File: src/hdl/ctbd_pkg.sv
package ctbd_pkg;

   // field widths
   localparam int RAW_W = 14;
   localparam int RD_W  = 14;
   localparam int PCT_W = 7;

   // defaults for the top-level parameters
   localparam int DEF_SAMPLES_PER_READING  = 10;
   localparam int DEF_CALIBRATION_READINGS = 50;
   localparam int DEF_MAX_RAW              = 10000;

   localparam int PCT_FULL  = 100;
   localparam int PCT_RESET = 20;

   // stream packing
   localparam int REQ_DATA_W     = 16;
   localparam int RSP_DATA_W     = 48;
   localparam int RSP_READING_LSB = 0;
   localparam int RSP_STATUS_LSB  = 14;
   localparam int RSP_STATUS_W    = 3;
   localparam int RSP_DRIFT_BIT   = 17;
   localparam int RSP_BASE_LSB    = 18;
   localparam int RSP_THR_LSB     = 32;

   typedef enum logic [RSP_STATUS_W-1:0] {
      STATUS_CALIBRATING = 3'd0,
      STATUS_NO_TOUCH    = 3'd1,
      STATUS_BEGAN       = 3'd2,
      STATUS_TOUCHING    = 3'd3,
      STATUS_RELEASED    = 3'd4
   } status_type;

   // per-reading side band carried down the pipeline
   typedef struct packed {
      logic [RD_W-1:0] reading;
      logic [RD_W-1:0] base;
      logic            calibrating;
      logic            done;
   } side_type;

endpackage

File: src/hdl/cap_touch_baseline_detector.sv
// A raw count that completes a reading shows its result on rsp after nine register
// stages: input, sample accumulator, reading divide, calibration accumulator, baseline
// divide, percent multiply, percent divide, threshold, result. Throughput: one raw count
// per cycle unless a stalled rsp result fills the pipeline; every SAMPLES_PER_READING-th
// count yields one result. Synchronous active-high reset clears the accumulators, the
// baseline, the threshold and the touch state, and sets threshold_percent to 20.
module cap_touch_baseline_detector #(
   parameter int SAMPLES_PER_READING  = ctbd_pkg::DEF_SAMPLES_PER_READING,
   parameter int CALIBRATION_READINGS = ctbd_pkg::DEF_CALIBRATION_READINGS,
   parameter int MAX_RAW              = ctbd_pkg::DEF_MAX_RAW
) (
   input  logic                            clock,
   input  logic                            reset,
   // raw count in
   input  logic                            req_tvalid,
   output logic                            req_tready,
   input  logic [ctbd_pkg::REQ_DATA_W-1:0] req_tdata,   // [13:0] raw_count
   // results out
   output logic                            rsp_tvalid,
   input  logic                            rsp_tready,
   output logic [ctbd_pkg::RSP_DATA_W-1:0] rsp_tdata,   // [13:0] reading, [16:14] status,
                                                        // [17] drift, [31:18] baseline,
                                                        // [45:32] threshold
   // threshold_percent write
   input  logic                            csr_valid,
   output logic                            csr_ready,
   input  logic [ctbd_pkg::PCT_W-1:0]      csr_data
);
   import ctbd_pkg::*;

   // a count above this never changes the result; the field itself caps at 14 bits
   localparam int RAW_MAX_W = (1 << RAW_W) - 1;
   localparam int RAW_CAP   = (MAX_RAW < RAW_MAX_W) ? MAX_RAW : RAW_MAX_W;
   localparam int SUM_W     = $clog2(SAMPLES_PER_READING * RAW_CAP + 1);
   localparam int CSUM_W    = $clog2(CALIBRATION_READINGS * RAW_CAP + 1);
   localparam int SIDX_W    = $clog2(SAMPLES_PER_READING + 1);
   localparam int CIDX_W    = $clog2(CALIBRATION_READINGS + 1);
   localparam int PROD_W    = RD_W + PCT_W;
   localparam int NSTG      = 9;

   // ---------------------------------------------------------------- control
   // Each stage advances when it is empty or the next one advances, so bubbles
   // (counts that complete no reading) collapse and the input keeps flowing while
   // a result waits on rsp.
   logic [NSTG-1:0] vld_ff;
   logic [NSTG-1:0] vld_in;
   logic [NSTG-1:0] en;

   logic            sidx_last;

   always_comb begin
      en[NSTG-1] = !vld_ff[NSTG-1] || rsp_tready;
      for (int k = NSTG - 2; k >= 0; k--) begin
         en[k] = !vld_ff[k] || en[k+1];
      end
   end

   always_comb begin
      vld_in[0] = req_tvalid;
      vld_in[1] = vld_ff[0] && sidx_last;   // only the last count of a group moves on
      for (int k = 2; k < NSTG; k++) begin
         vld_in[k] = vld_ff[k-1];
      end
   end

   always_ff @(posedge clock) begin
      if (reset) begin
         vld_ff <= '0;
      end else begin
         for (int k = 0; k < NSTG; k++) begin
            if (en[k]) begin
               vld_ff[k] <= vld_in[k];
            end
         end
      end
   end

   assign req_tready = en[0];

   // ---------------------------------------------------------------- config
   logic [PCT_W-1:0] pct_ff;
   logic [PCT_W-1:0] pct_sat;

   always_ff @(posedge clock) begin
      if (reset) begin
         pct_ff <= PCT_W'(PCT_RESET);
      end else if (csr_valid) begin
         pct_ff <= csr_data;
      end
   end

   assign csr_ready = 1'b1;
   // above 100 percent the threshold would go negative
   assign pct_sat   = (pct_ff > PCT_W'(PCT_FULL)) ? PCT_W'(PCT_FULL) : pct_ff;

   // ---------------------------------------------------------------- stage 0: input
   logic [RAW_W-1:0] raw_ff;

   always_ff @(posedge clock) begin
      if (en[0]) begin
         raw_ff <= req_tdata[RAW_W-1:0];
      end
   end

   // ---------------------------------------------------------------- stage 1: sample sum
   logic [SUM_W-1:0]  sample_sum_ff;
   logic [SUM_W-1:0]  sample_sum_in;
   logic [SIDX_W-1:0] sample_index_ff;
   logic [RAW_W-1:0]  raw_sat;
   logic [SUM_W-1:0]  sum1_ff;

   assign raw_sat       = (raw_ff > RAW_W'(RAW_CAP)) ? RAW_W'(RAW_CAP) : raw_ff;
   assign sample_sum_in = sample_sum_ff + SUM_W'(raw_sat);
   assign sidx_last     = (sample_index_ff == SIDX_W'(SAMPLES_PER_READING - 1));

   always_ff @(posedge clock) begin
      if (reset) begin
         sample_sum_ff   <= '0;
         sample_index_ff <= '0;
      end else if (vld_ff[0] && en[1]) begin
         if (sidx_last) begin
            sample_sum_ff   <= '0;
            sample_index_ff <= '0;
         end else begin
            sample_sum_ff   <= sample_sum_in;
            sample_index_ff <= sample_index_ff + SIDX_W'(1);
         end
      end
   end

   always_ff @(posedge clock) begin
      if (en[1]) begin
         sum1_ff <= sample_sum_in;
      end
   end

   // ---------------------------------------------------------------- stage 2: reading
   logic [RD_W-1:0] reading2;

   ctbd_const_div #(
      .DIVIDEND_W (SUM_W),
      .DIVISOR    (SAMPLES_PER_READING),
      .QUOTIENT_W (RD_W)
   ) u_reading_div (
      .clock    (clock),
      .enable   (en[2]),
      .dividend (sum1_ff),
      .quotient (reading2)
   );

   // ---------------------------------------------------------------- stage 3: calibration sum
   // This stage keeps its own calibrated flag; the baseline itself lands in the
   // result stage, carried there by the reading that completes calibration.
   logic [CSUM_W-1:0] calib_sum_ff;
   logic [CSUM_W-1:0] calib_sum_in;
   logic [CIDX_W-1:0] calib_index_ff;
   logic              calibrated_ff;
   logic              cidx_last;
   logic [CSUM_W-1:0] csum3_ff;
   side_type          side3_ff;
   side_type          side3_in;

   assign calib_sum_in = calib_sum_ff + CSUM_W'(reading2);
   assign cidx_last    = (calib_index_ff == CIDX_W'(CALIBRATION_READINGS - 1));

   always_comb begin
      side3_in.reading     = reading2;
      side3_in.base        = '0;
      side3_in.calibrating = !calibrated_ff;
      side3_in.done        = !calibrated_ff && cidx_last;
   end

   always_ff @(posedge clock) begin
      if (reset) begin
         calib_sum_ff   <= '0;
         calib_index_ff <= '0;
         calibrated_ff  <= 1'b0;
      end else if (vld_ff[2] && en[3] && !calibrated_ff) begin
         if (cidx_last) begin
            calib_sum_ff   <= '0;
            calib_index_ff <= '0;
            calibrated_ff  <= 1'b1;
         end else begin
            calib_sum_ff   <= calib_sum_in;
            calib_index_ff <= calib_index_ff + CIDX_W'(1);
         end
      end
   end

   always_ff @(posedge clock) begin
      if (en[3]) begin
         csum3_ff <= calib_sum_in;
         side3_ff <= side3_in;
      end
   end

   // ---------------------------------------------------------------- stage 4: baseline
   logic [RD_W-1:0] base4;
   side_type        side4_ff;

   ctbd_const_div #(
      .DIVIDEND_W (CSUM_W),
      .DIVISOR    (CALIBRATION_READINGS),
      .QUOTIENT_W (RD_W)
   ) u_baseline_div (
      .clock    (clock),
      .enable   (en[4]),
      .dividend (csum3_ff),
      .quotient (base4)
   );

   always_ff @(posedge clock) begin
      if (en[4]) begin
         side4_ff <= side3_ff;
      end
   end

   // ---------------------------------------------------------------- stage 5: baseline * percent
   logic [PROD_W-1:0] prod5_ff;
   side_type          side5_ff;
   side_type          side5_in;

   always_comb begin
      side5_in      = side4_ff;
      side5_in.base = base4;
   end

   always_ff @(posedge clock) begin
      if (en[5]) begin
         prod5_ff <= PROD_W'(base4) * PROD_W'(pct_sat);
         side5_ff <= side5_in;
      end
   end

   // ---------------------------------------------------------------- stage 6: / 100
   logic [RD_W-1:0] pctq6;
   side_type        side6_ff;

   ctbd_const_div #(
      .DIVIDEND_W (PROD_W),
      .DIVISOR    (PCT_FULL),
      .QUOTIENT_W (RD_W)
   ) u_percent_div (
      .clock    (clock),
      .enable   (en[6]),
      .dividend (prod5_ff),
      .quotient (pctq6)
   );

   always_ff @(posedge clock) begin
      if (en[6]) begin
         side6_ff <= side5_ff;
      end
   end

   // ---------------------------------------------------------------- stage 7: threshold
   logic [RD_W-1:0] thr7_ff;
   side_type        side7_ff;

   always_ff @(posedge clock) begin
      if (en[7]) begin
         thr7_ff  <= side6_ff.base - pctq6;   // quotient never exceeds the baseline
         side7_ff <= side6_ff;
      end
   end

   // ---------------------------------------------------------------- stage 8: classify, result
   logic [RD_W-1:0] baseline_reg_ff;
   logic [RD_W-1:0] threshold_reg_ff;
   logic            last_touch_ff;
   logic            touched;
   logic            drift_in;
   status_type      status_in;
   logic [RD_W-1:0] base_out_in;
   logic [RD_W-1:0] thr_out_in;

   logic [RD_W-1:0] rsp_reading_ff;
   status_type      rsp_status_ff;
   logic            rsp_drift_ff;
   logic [RD_W-1:0] rsp_base_ff;
   logic [RD_W-1:0] rsp_thr_ff;

   assign touched = side7_ff.reading < threshold_reg_ff;

   always_comb begin
      status_in   = STATUS_CALIBRATING;
      drift_in    = 1'b0;
      base_out_in = baseline_reg_ff;
      thr_out_in  = threshold_reg_ff;
      if (side7_ff.calibrating) begin
         // the completing reading already reports the new baseline and threshold
         if (side7_ff.done) begin
            base_out_in = side7_ff.base;
            thr_out_in  = thr7_ff;
         end
      end else begin
         if (touched && !last_touch_ff) begin
            status_in = STATUS_BEGAN;
         end else if (!touched && last_touch_ff) begin
            status_in = STATUS_RELEASED;
         end else if (touched) begin
            status_in = STATUS_TOUCHING;
         end else begin
            status_in = STATUS_NO_TOUCH;
         end
         drift_in = (side7_ff.reading < (baseline_reg_ff >> 1))
                 || ({1'b0, side7_ff.reading} > {baseline_reg_ff, 1'b0});
      end
   end

   always_ff @(posedge clock) begin
      if (reset) begin
         baseline_reg_ff  <= '0;
         threshold_reg_ff <= '0;
         last_touch_ff    <= 1'b0;
      end else if (vld_ff[7] && en[8]) begin
         if (side7_ff.calibrating) begin
            if (side7_ff.done) begin
               baseline_reg_ff  <= side7_ff.base;
               threshold_reg_ff <= thr7_ff;
            end
         end else begin
            last_touch_ff <= touched;
         end
      end
   end

   always_ff @(posedge clock) begin
      if (en[8]) begin
         rsp_reading_ff <= side7_ff.reading;
         rsp_status_ff  <= status_in;
         rsp_drift_ff   <= drift_in;
         rsp_base_ff    <= base_out_in;
         rsp_thr_ff     <= thr_out_in;
      end
   end

   assign rsp_tvalid = vld_ff[NSTG-1];
   assign rsp_tdata  = {2'b00, rsp_thr_ff, rsp_base_ff, rsp_drift_ff,
                        rsp_status_ff, rsp_reading_ff};

endmodule

File: src/hdl/ctbd_const_div.sv
module ctbd_const_div #(
   parameter int DIVIDEND_W = 17,
   parameter int DIVISOR    = 10,
   parameter int QUOTIENT_W = 14
) (
   input  logic                  clock,
   input  logic                  enable,
   input  logic [DIVIDEND_W-1:0] dividend,
   output logic [QUOTIENT_W-1:0] quotient
);

   // exact reciprocal: m = ceil(2^(n+l)/d), l = ceil(log2 d), valid for all n-bit dividends
   localparam int SHIFT  = DIVIDEND_W + $clog2(DIVISOR);
   localparam int MULT_W = DIVIDEND_W + 2;
   localparam int PROD_W = DIVIDEND_W + MULT_W;
   localparam longint unsigned MULT =
      ((64'd1 << SHIFT) + 64'(DIVISOR) - 64'd1) / 64'(DIVISOR);
   localparam logic [MULT_W-1:0] MULT_C = MULT_W'(MULT);

   logic [PROD_W-1:0]     product;
   logic [PROD_W-1:0]     shifted;
   logic [QUOTIENT_W-1:0] quotient_in;
   logic [QUOTIENT_W-1:0] quotient_ff;

   assign product     = PROD_W'(dividend) * PROD_W'(MULT_C);
   assign shifted     = product >> SHIFT;
   assign quotient_in = QUOTIENT_W'(shifted);

   always_ff @(posedge clock) begin
      if (enable) begin
         quotient_ff <= quotient_in;
      end
   end

   assign quotient = quotient_ff;

endmodule

File: config.mk
export PLATFORM = sky130hd
export DESIGN_NAME = cap_touch_baseline_detector
export DESIGN_NICKNAME = d
export VERILOG_FILES = /design/src/hdl/ctbd_pkg.sv /design/src/hdl/cap_touch_baseline_detector.sv /design/src/hdl/ctbd_const_div.sv
export SDC_FILE = /design/constraint.sdc
export NUM_CORES = 2
export LEC_CHECK = 0
export ABC_AREA = 0
export BUFFER_PORTS_ARGS = -buffer_cell sky130_fd_sc_hd__buf_4
export CORE_MARGIN = 2
export CORE_UTILIZATION = 45
export DETAILED_ROUTE_END_ITERATION = 12
export GPL_TIMING_DRIVEN = 0
export PLACE_DENSITY = 0.64
export RECOVER_POWER = 50
export SETUP_SLACK_MARGIN = 0.1
export SKIP_LAST_GASP = 1
export SLEW_MARGIN = 20
export SYNTH_ARGS = -nofsm -noshare
export SYNTH_HDL_FRONTEND = slang
export SYNTH_SLANG_ARGS = --single-unit
export TNS_END_PERCENT = 50
File: constraint.sdc
create_clock -name clock -period 18.1 [get_ports clock]
set_input_delay 3.62 -clock clock [delete_from_list [all_inputs] [get_ports clock]]
set_output_delay 3.62 -clock clock [all_outputs]
set_load 0.01 [all_outputs]
# Word-level counts from Yosys, hierarchy flattened
# Cells that the tools add are included.
op_classes:
  n_addsub: 5
  shift: 0
  magnitude_cmp: 5
  bitwise_logic: 1
  n_reduce_logical: 34
  mul: 4
  div_mod_pow: 0
  n_eq_ne: 2
  mux: 13
op_table:
  columns: ["cell", "count"]
  rows:
  - ["two-way mux 14 bit", 5]
  - ["multiplier 21 x 22 -> 42 bit, second input constant", 1]
  - ["multiplier 19 x 20 -> 39 bit, second input constant", 1]
  - ["multiplier 17 x 16 -> 33 bit, second input constant", 1]
  - ["multiplier 14 x 7 -> 21 bit", 1]
  - ["adder 19 x 14 -> 19 bit", 1]
  - ["two-way mux 19 bit", 1]
  - ["adder 17 x 14 -> 17 bit", 1]
  - ["two-way mux 17 bit", 1]
  - ["> comparator 14 x 15 -> 1 bit", 1]
  - ["> comparator 14 bit, second input constant", 1]
  - ["less-than comparator 14 x 13 -> 1 bit", 1]
  - ["less-than comparator 14 bit", 1]
  - ["subtractor 14 bit", 1]
  - ["zero test 1 bit", 12]
  - ["logical OR 1 bit", 10]
  - ["logical AND 1 bit", 8]
  - ["> comparator 7 bit, second input constant", 1]
  - ["two-way mux 7 bit", 1]
  - ["adder 6 x 1 -> 6 bit, second input constant", 1]
  - ["== test 6 bit, second input constant", 1]
  - ["two-way mux 6 bit", 1]
  - ["adder 4 x 1 -> 4 bit, second input constant", 1]
  - ["== test 4 bit, second input constant", 1]
  - ["7 further kinds", 9]
word_totals:
  regBits: 387
  output_inout_bits: 51
  mem_count: 0
  romBits: 0
  elab_cells: 115
  latch_bits: 0
  input_bits: 28
  ramBits: 0

# Logic depth before layout (Yosys ltp)
depth:
  word_depth: 10
  mapped_depth: 26
  ltp_nobuf: 26

# By module
# A second synthesis with hierarchy kept.
hier_totals:
  cells_unflattened: 3495
  hier_area_um2: 37895.1
modules_own_cells:
  columns: ["module", "area_each_um2", "cells_per_inst", "n_inst", "seq_area_each_um2"]
  rows:
  - ["cap_touch_baseline_detector", 17895.9, 1535, 1, 9439.1]
  - ["ctbd_const_div (u_percent_div)", 7936.4, 757, 1, 420.4]
  - ["ctbd_const_div (u_baseline_div)", 6861.6, 698, 1, 420.4]
  - ["ctbd_const_div (u_reading_div)", 5201.2, 505, 1, 420.4]

# Least setup slack after synthesis
# No wires, ideal clock.
synth_path:
  path_kind: "input-to-output"
  from: "input rsp_tready"
  to: "output req_tready"
  n_path_buf: 0
  arrival_time_ns: 4.911
  path_stages: 6
  slack_ns: 9.569
  required_ns: 14.480
  cell_sequence: "nor2b_1 and2_1 and3_1 and3_1 and3_1 nand2_1"
synth_between:
  elab_chain_cells: 9
synth_rtl:
  columns: ["item", "line_no", "text"]
  rows:
  - ["from (decl)", "cap_touch_baseline_detector.sv:20", "input logic rsp_tready,"]
  - ["logical OR 1 bit", "cap_touch_baseline_detector.sv:52", "en[NSTG-1] = !vld_ff[NSTG-1] || rsp_tready;"]
  - ["logical OR 1 bit (8 in a row)", "cap_touch_baseline_detector.sv:54", "en[k] = !vld_ff[k] || en[k+1];"]
  - ["to (decl)", "cap_touch_baseline_detector.sv:16", "output logic req_tready,"]
# No other way between the ends.

# Final worst setup path
# Ends and elaborated chain as after synthesis.

==> reports/qor.txt <==
DRC: 0
Slew HR: -12.3%
Violated checks: capacitance limit, slew limit
Worst hold margin: 409 ps
Grt peak-use layer: met2
Port bufs: 72
Detailed-route via count: 22300
Total CTS buffers: 44
Fin crit share: 53.2%
Setup TNS: 0 ps
Area of the mapped netlist: 36300 sq um
Vias in the first global route: 23000
First-pass GRT wire length: 122 mm
Number of vias per cell: 4.99
Ranking of synthesized cells by area: edfxtp_1 24%, fa_1 24%, ha_1 21%, inv_1 7.6%, dfxtp_1 5.1%
CTS H-tree depth: 2
Post-DP HPWL: 63.9 mm
Placeable Area: 80300 sq um
Max Cap Viol: 1
Post-synth EDFFs: 295
Met1 usage: 26.5%
Synthesized area per cell: 11.2 sq um
Syn Inst Count: 3258
Clock root buffer: clkbuf_16
Rows: 104
Hold Crit Class: reg -> reg
Worst-margin pin slew: 1680 ps
CP max FO: 15
IO Count: 79
Crit path arrival time: 6000 ps
Largest net degree at the start of global routing: 38
Postcts setup bufs: 0
Final #Nets: 4458
Largest area contributor in the synthesized netlist: edfxtp_1
GRT Util Overall: 18.8%
Clk Latency, worst-skew pair: 580 ps
Die area: 83100 sq um
WL per Instance: 16.9 microns
Clk_skew: 22.5 ps
Final core occ: 49.3%
Longest Clk Path Bufs: 3
RSZ-0062 raised after global routing: false
Routed wire length: 75.5 mm
Final Max Tran Viols: 32
Die W: 288 microns
Prevailing post-synth register cell: edfxtp_1
Max Freq: 104 MHz
DRT antenna net count: 0
Met3 Use GR: 2.67%
Worst EP required: 14480 ps
Setup crit start kind: primary input
Initial Util: 45.3%
Yosys cell types: 68
CTS tree: yes
R2R Setup Slk: 10220 ps
Grt ovf: 0
Sequential fraction of the synthesis area: 29.4%
Post-synth top cells: 736 x inv_1, 618 x ha_1, 431 x fa_1
Initial antenna violation count: 1
Setup crit end kind: primary output
Area grow syn2layout: 8.96%
Clock sink total: 387
Post-CTS Hold Buffers: 0
Final worst path period need: 9620 ps
# resized after CTS: 0
Ys async rst share: 0%
FF+latch count, synth: 387
Critical setup path kind: in -> out
DR iter-0 viols: 1003
Die span in y: 288 microns
Final setup violation count: 0
Clock-pin transition on the worst setup and hold timing paths: 60 ps
GP Congestion: 0.903
Cell with the most instances after synthesis: inv_1
Pre-antenna DRT Iters: 5
Diode count: 0
Placed insts: 4395
Finished Layout Cells: 4476
Outcome: finished with violations
Share of cells above drive strength 1: 4.83%
Hold Vio Cnt, Final: 0
Post-synth top area share: 24.4%
YS warnings: 0
GR Layer Usage met2: 30.7%
per-stage QoR:
step | setup slack [ps] | cell area (sq um)
final | 8480 | 39600
after global routing | 8240 | 39600
after global placement | 8580 | 38200
after floorplan | 9570 | 36300
after CTS | 8420 | 39700
after detailed placement | 8430 | 38300
final cells by class:
cell class              instances  area (sq um)
well taps                    1060          1330
fillers                      7237         40700
inverters                     736          2760
repair buffers                 76           566
multi-input cells            2088         22700
plain buffers                  48           196
clock inverters                28           244
clock buffers                  53          1130
flip-flops and latches        387         10700
metal layers:
metal | share of wire [%] | vias up | wire length [microns]
met4 | 2.3 | 2 | 1750
met1 | 48 | 10900 | 35900
met5 | 0.019 | - | 14
met3 | 4.1 | 105 | 3110
li1 | - | 11000 | -
met2 | 46 | 391 | 34700
cell families (layout without fill, tap and decap cells):
family          Yosys count  in the layout  share of synthesized area (%)
compound gates          367            367                           6.52
xor+xnor                104            104                           2.51
fa+ha+maj              1049           1049                           45.0
buf+inv                 784            941                           8.14
flops                   387            387                           29.4
mux                      38             38                           1.14
other cells               2              3                         0.0207
simple gates            527            527                           7.21
flip-flops by register name, indices dropped and copies added, names as in the netlist, 16 cells and up:
signal,flops
side5_ff,30
side6_ff,30
side7_ff,30
prod5_ff,21
calib_sum_ff,19
csum3_ff,19
sample_sum_ff,17
sum1_ff,17
side3_ff,16
side4_ff,16
worst max-delay path, cell delays in order:
cell and delay (ps):
clkbuf_4 110, nor2b_1 360, and2_0 280, and3_1 280, and3_1 360, and3_1 300, nand2_1 390, buf_4 300
path summary, 6_finish.rpt:
check,startpoint,to,depth (start not counted)
min reg2reg,side4_ff[27],side5_ff[27],0
max reg2reg,prod5_ff[4],u_percent_div.quotient[13],22
max,rsp_tready,req_tready,8
min,side4_ff[27],side5_ff[27],0
layout by cell type, fill, tap and decap left out, types with 11 or more instances in the layout:
master / n
a31oi_1: 13
and2_1: 54
xor2_1: 36
fa_1: 431
dfxtp_1: 92
nand2_1: 113
nand4_1: 19
a22oi_1: 14
nor2_1: 150
nor2b_1: 28
clkbuf_16: 44
o21a_1: 12
a21oi_1: 130
clkinv_2: 12
xnor2_1: 68
clkbuf_1: 57
or2_2: 11
nand2b_1: 20
and3_1: 34
mux2_1: 25
a21o_1: 50
clkbuf_4: 15
ha_1: 618
nor3_1: 25
edfxtp_1: 295
inv_1: 735
o21ai_0: 59
nand3_1: 29
buf_4: 55
Power is left out: the tool's default activity adds up to more than one toggle a clock period on the data nets, which glitch-free logic cannot reach.
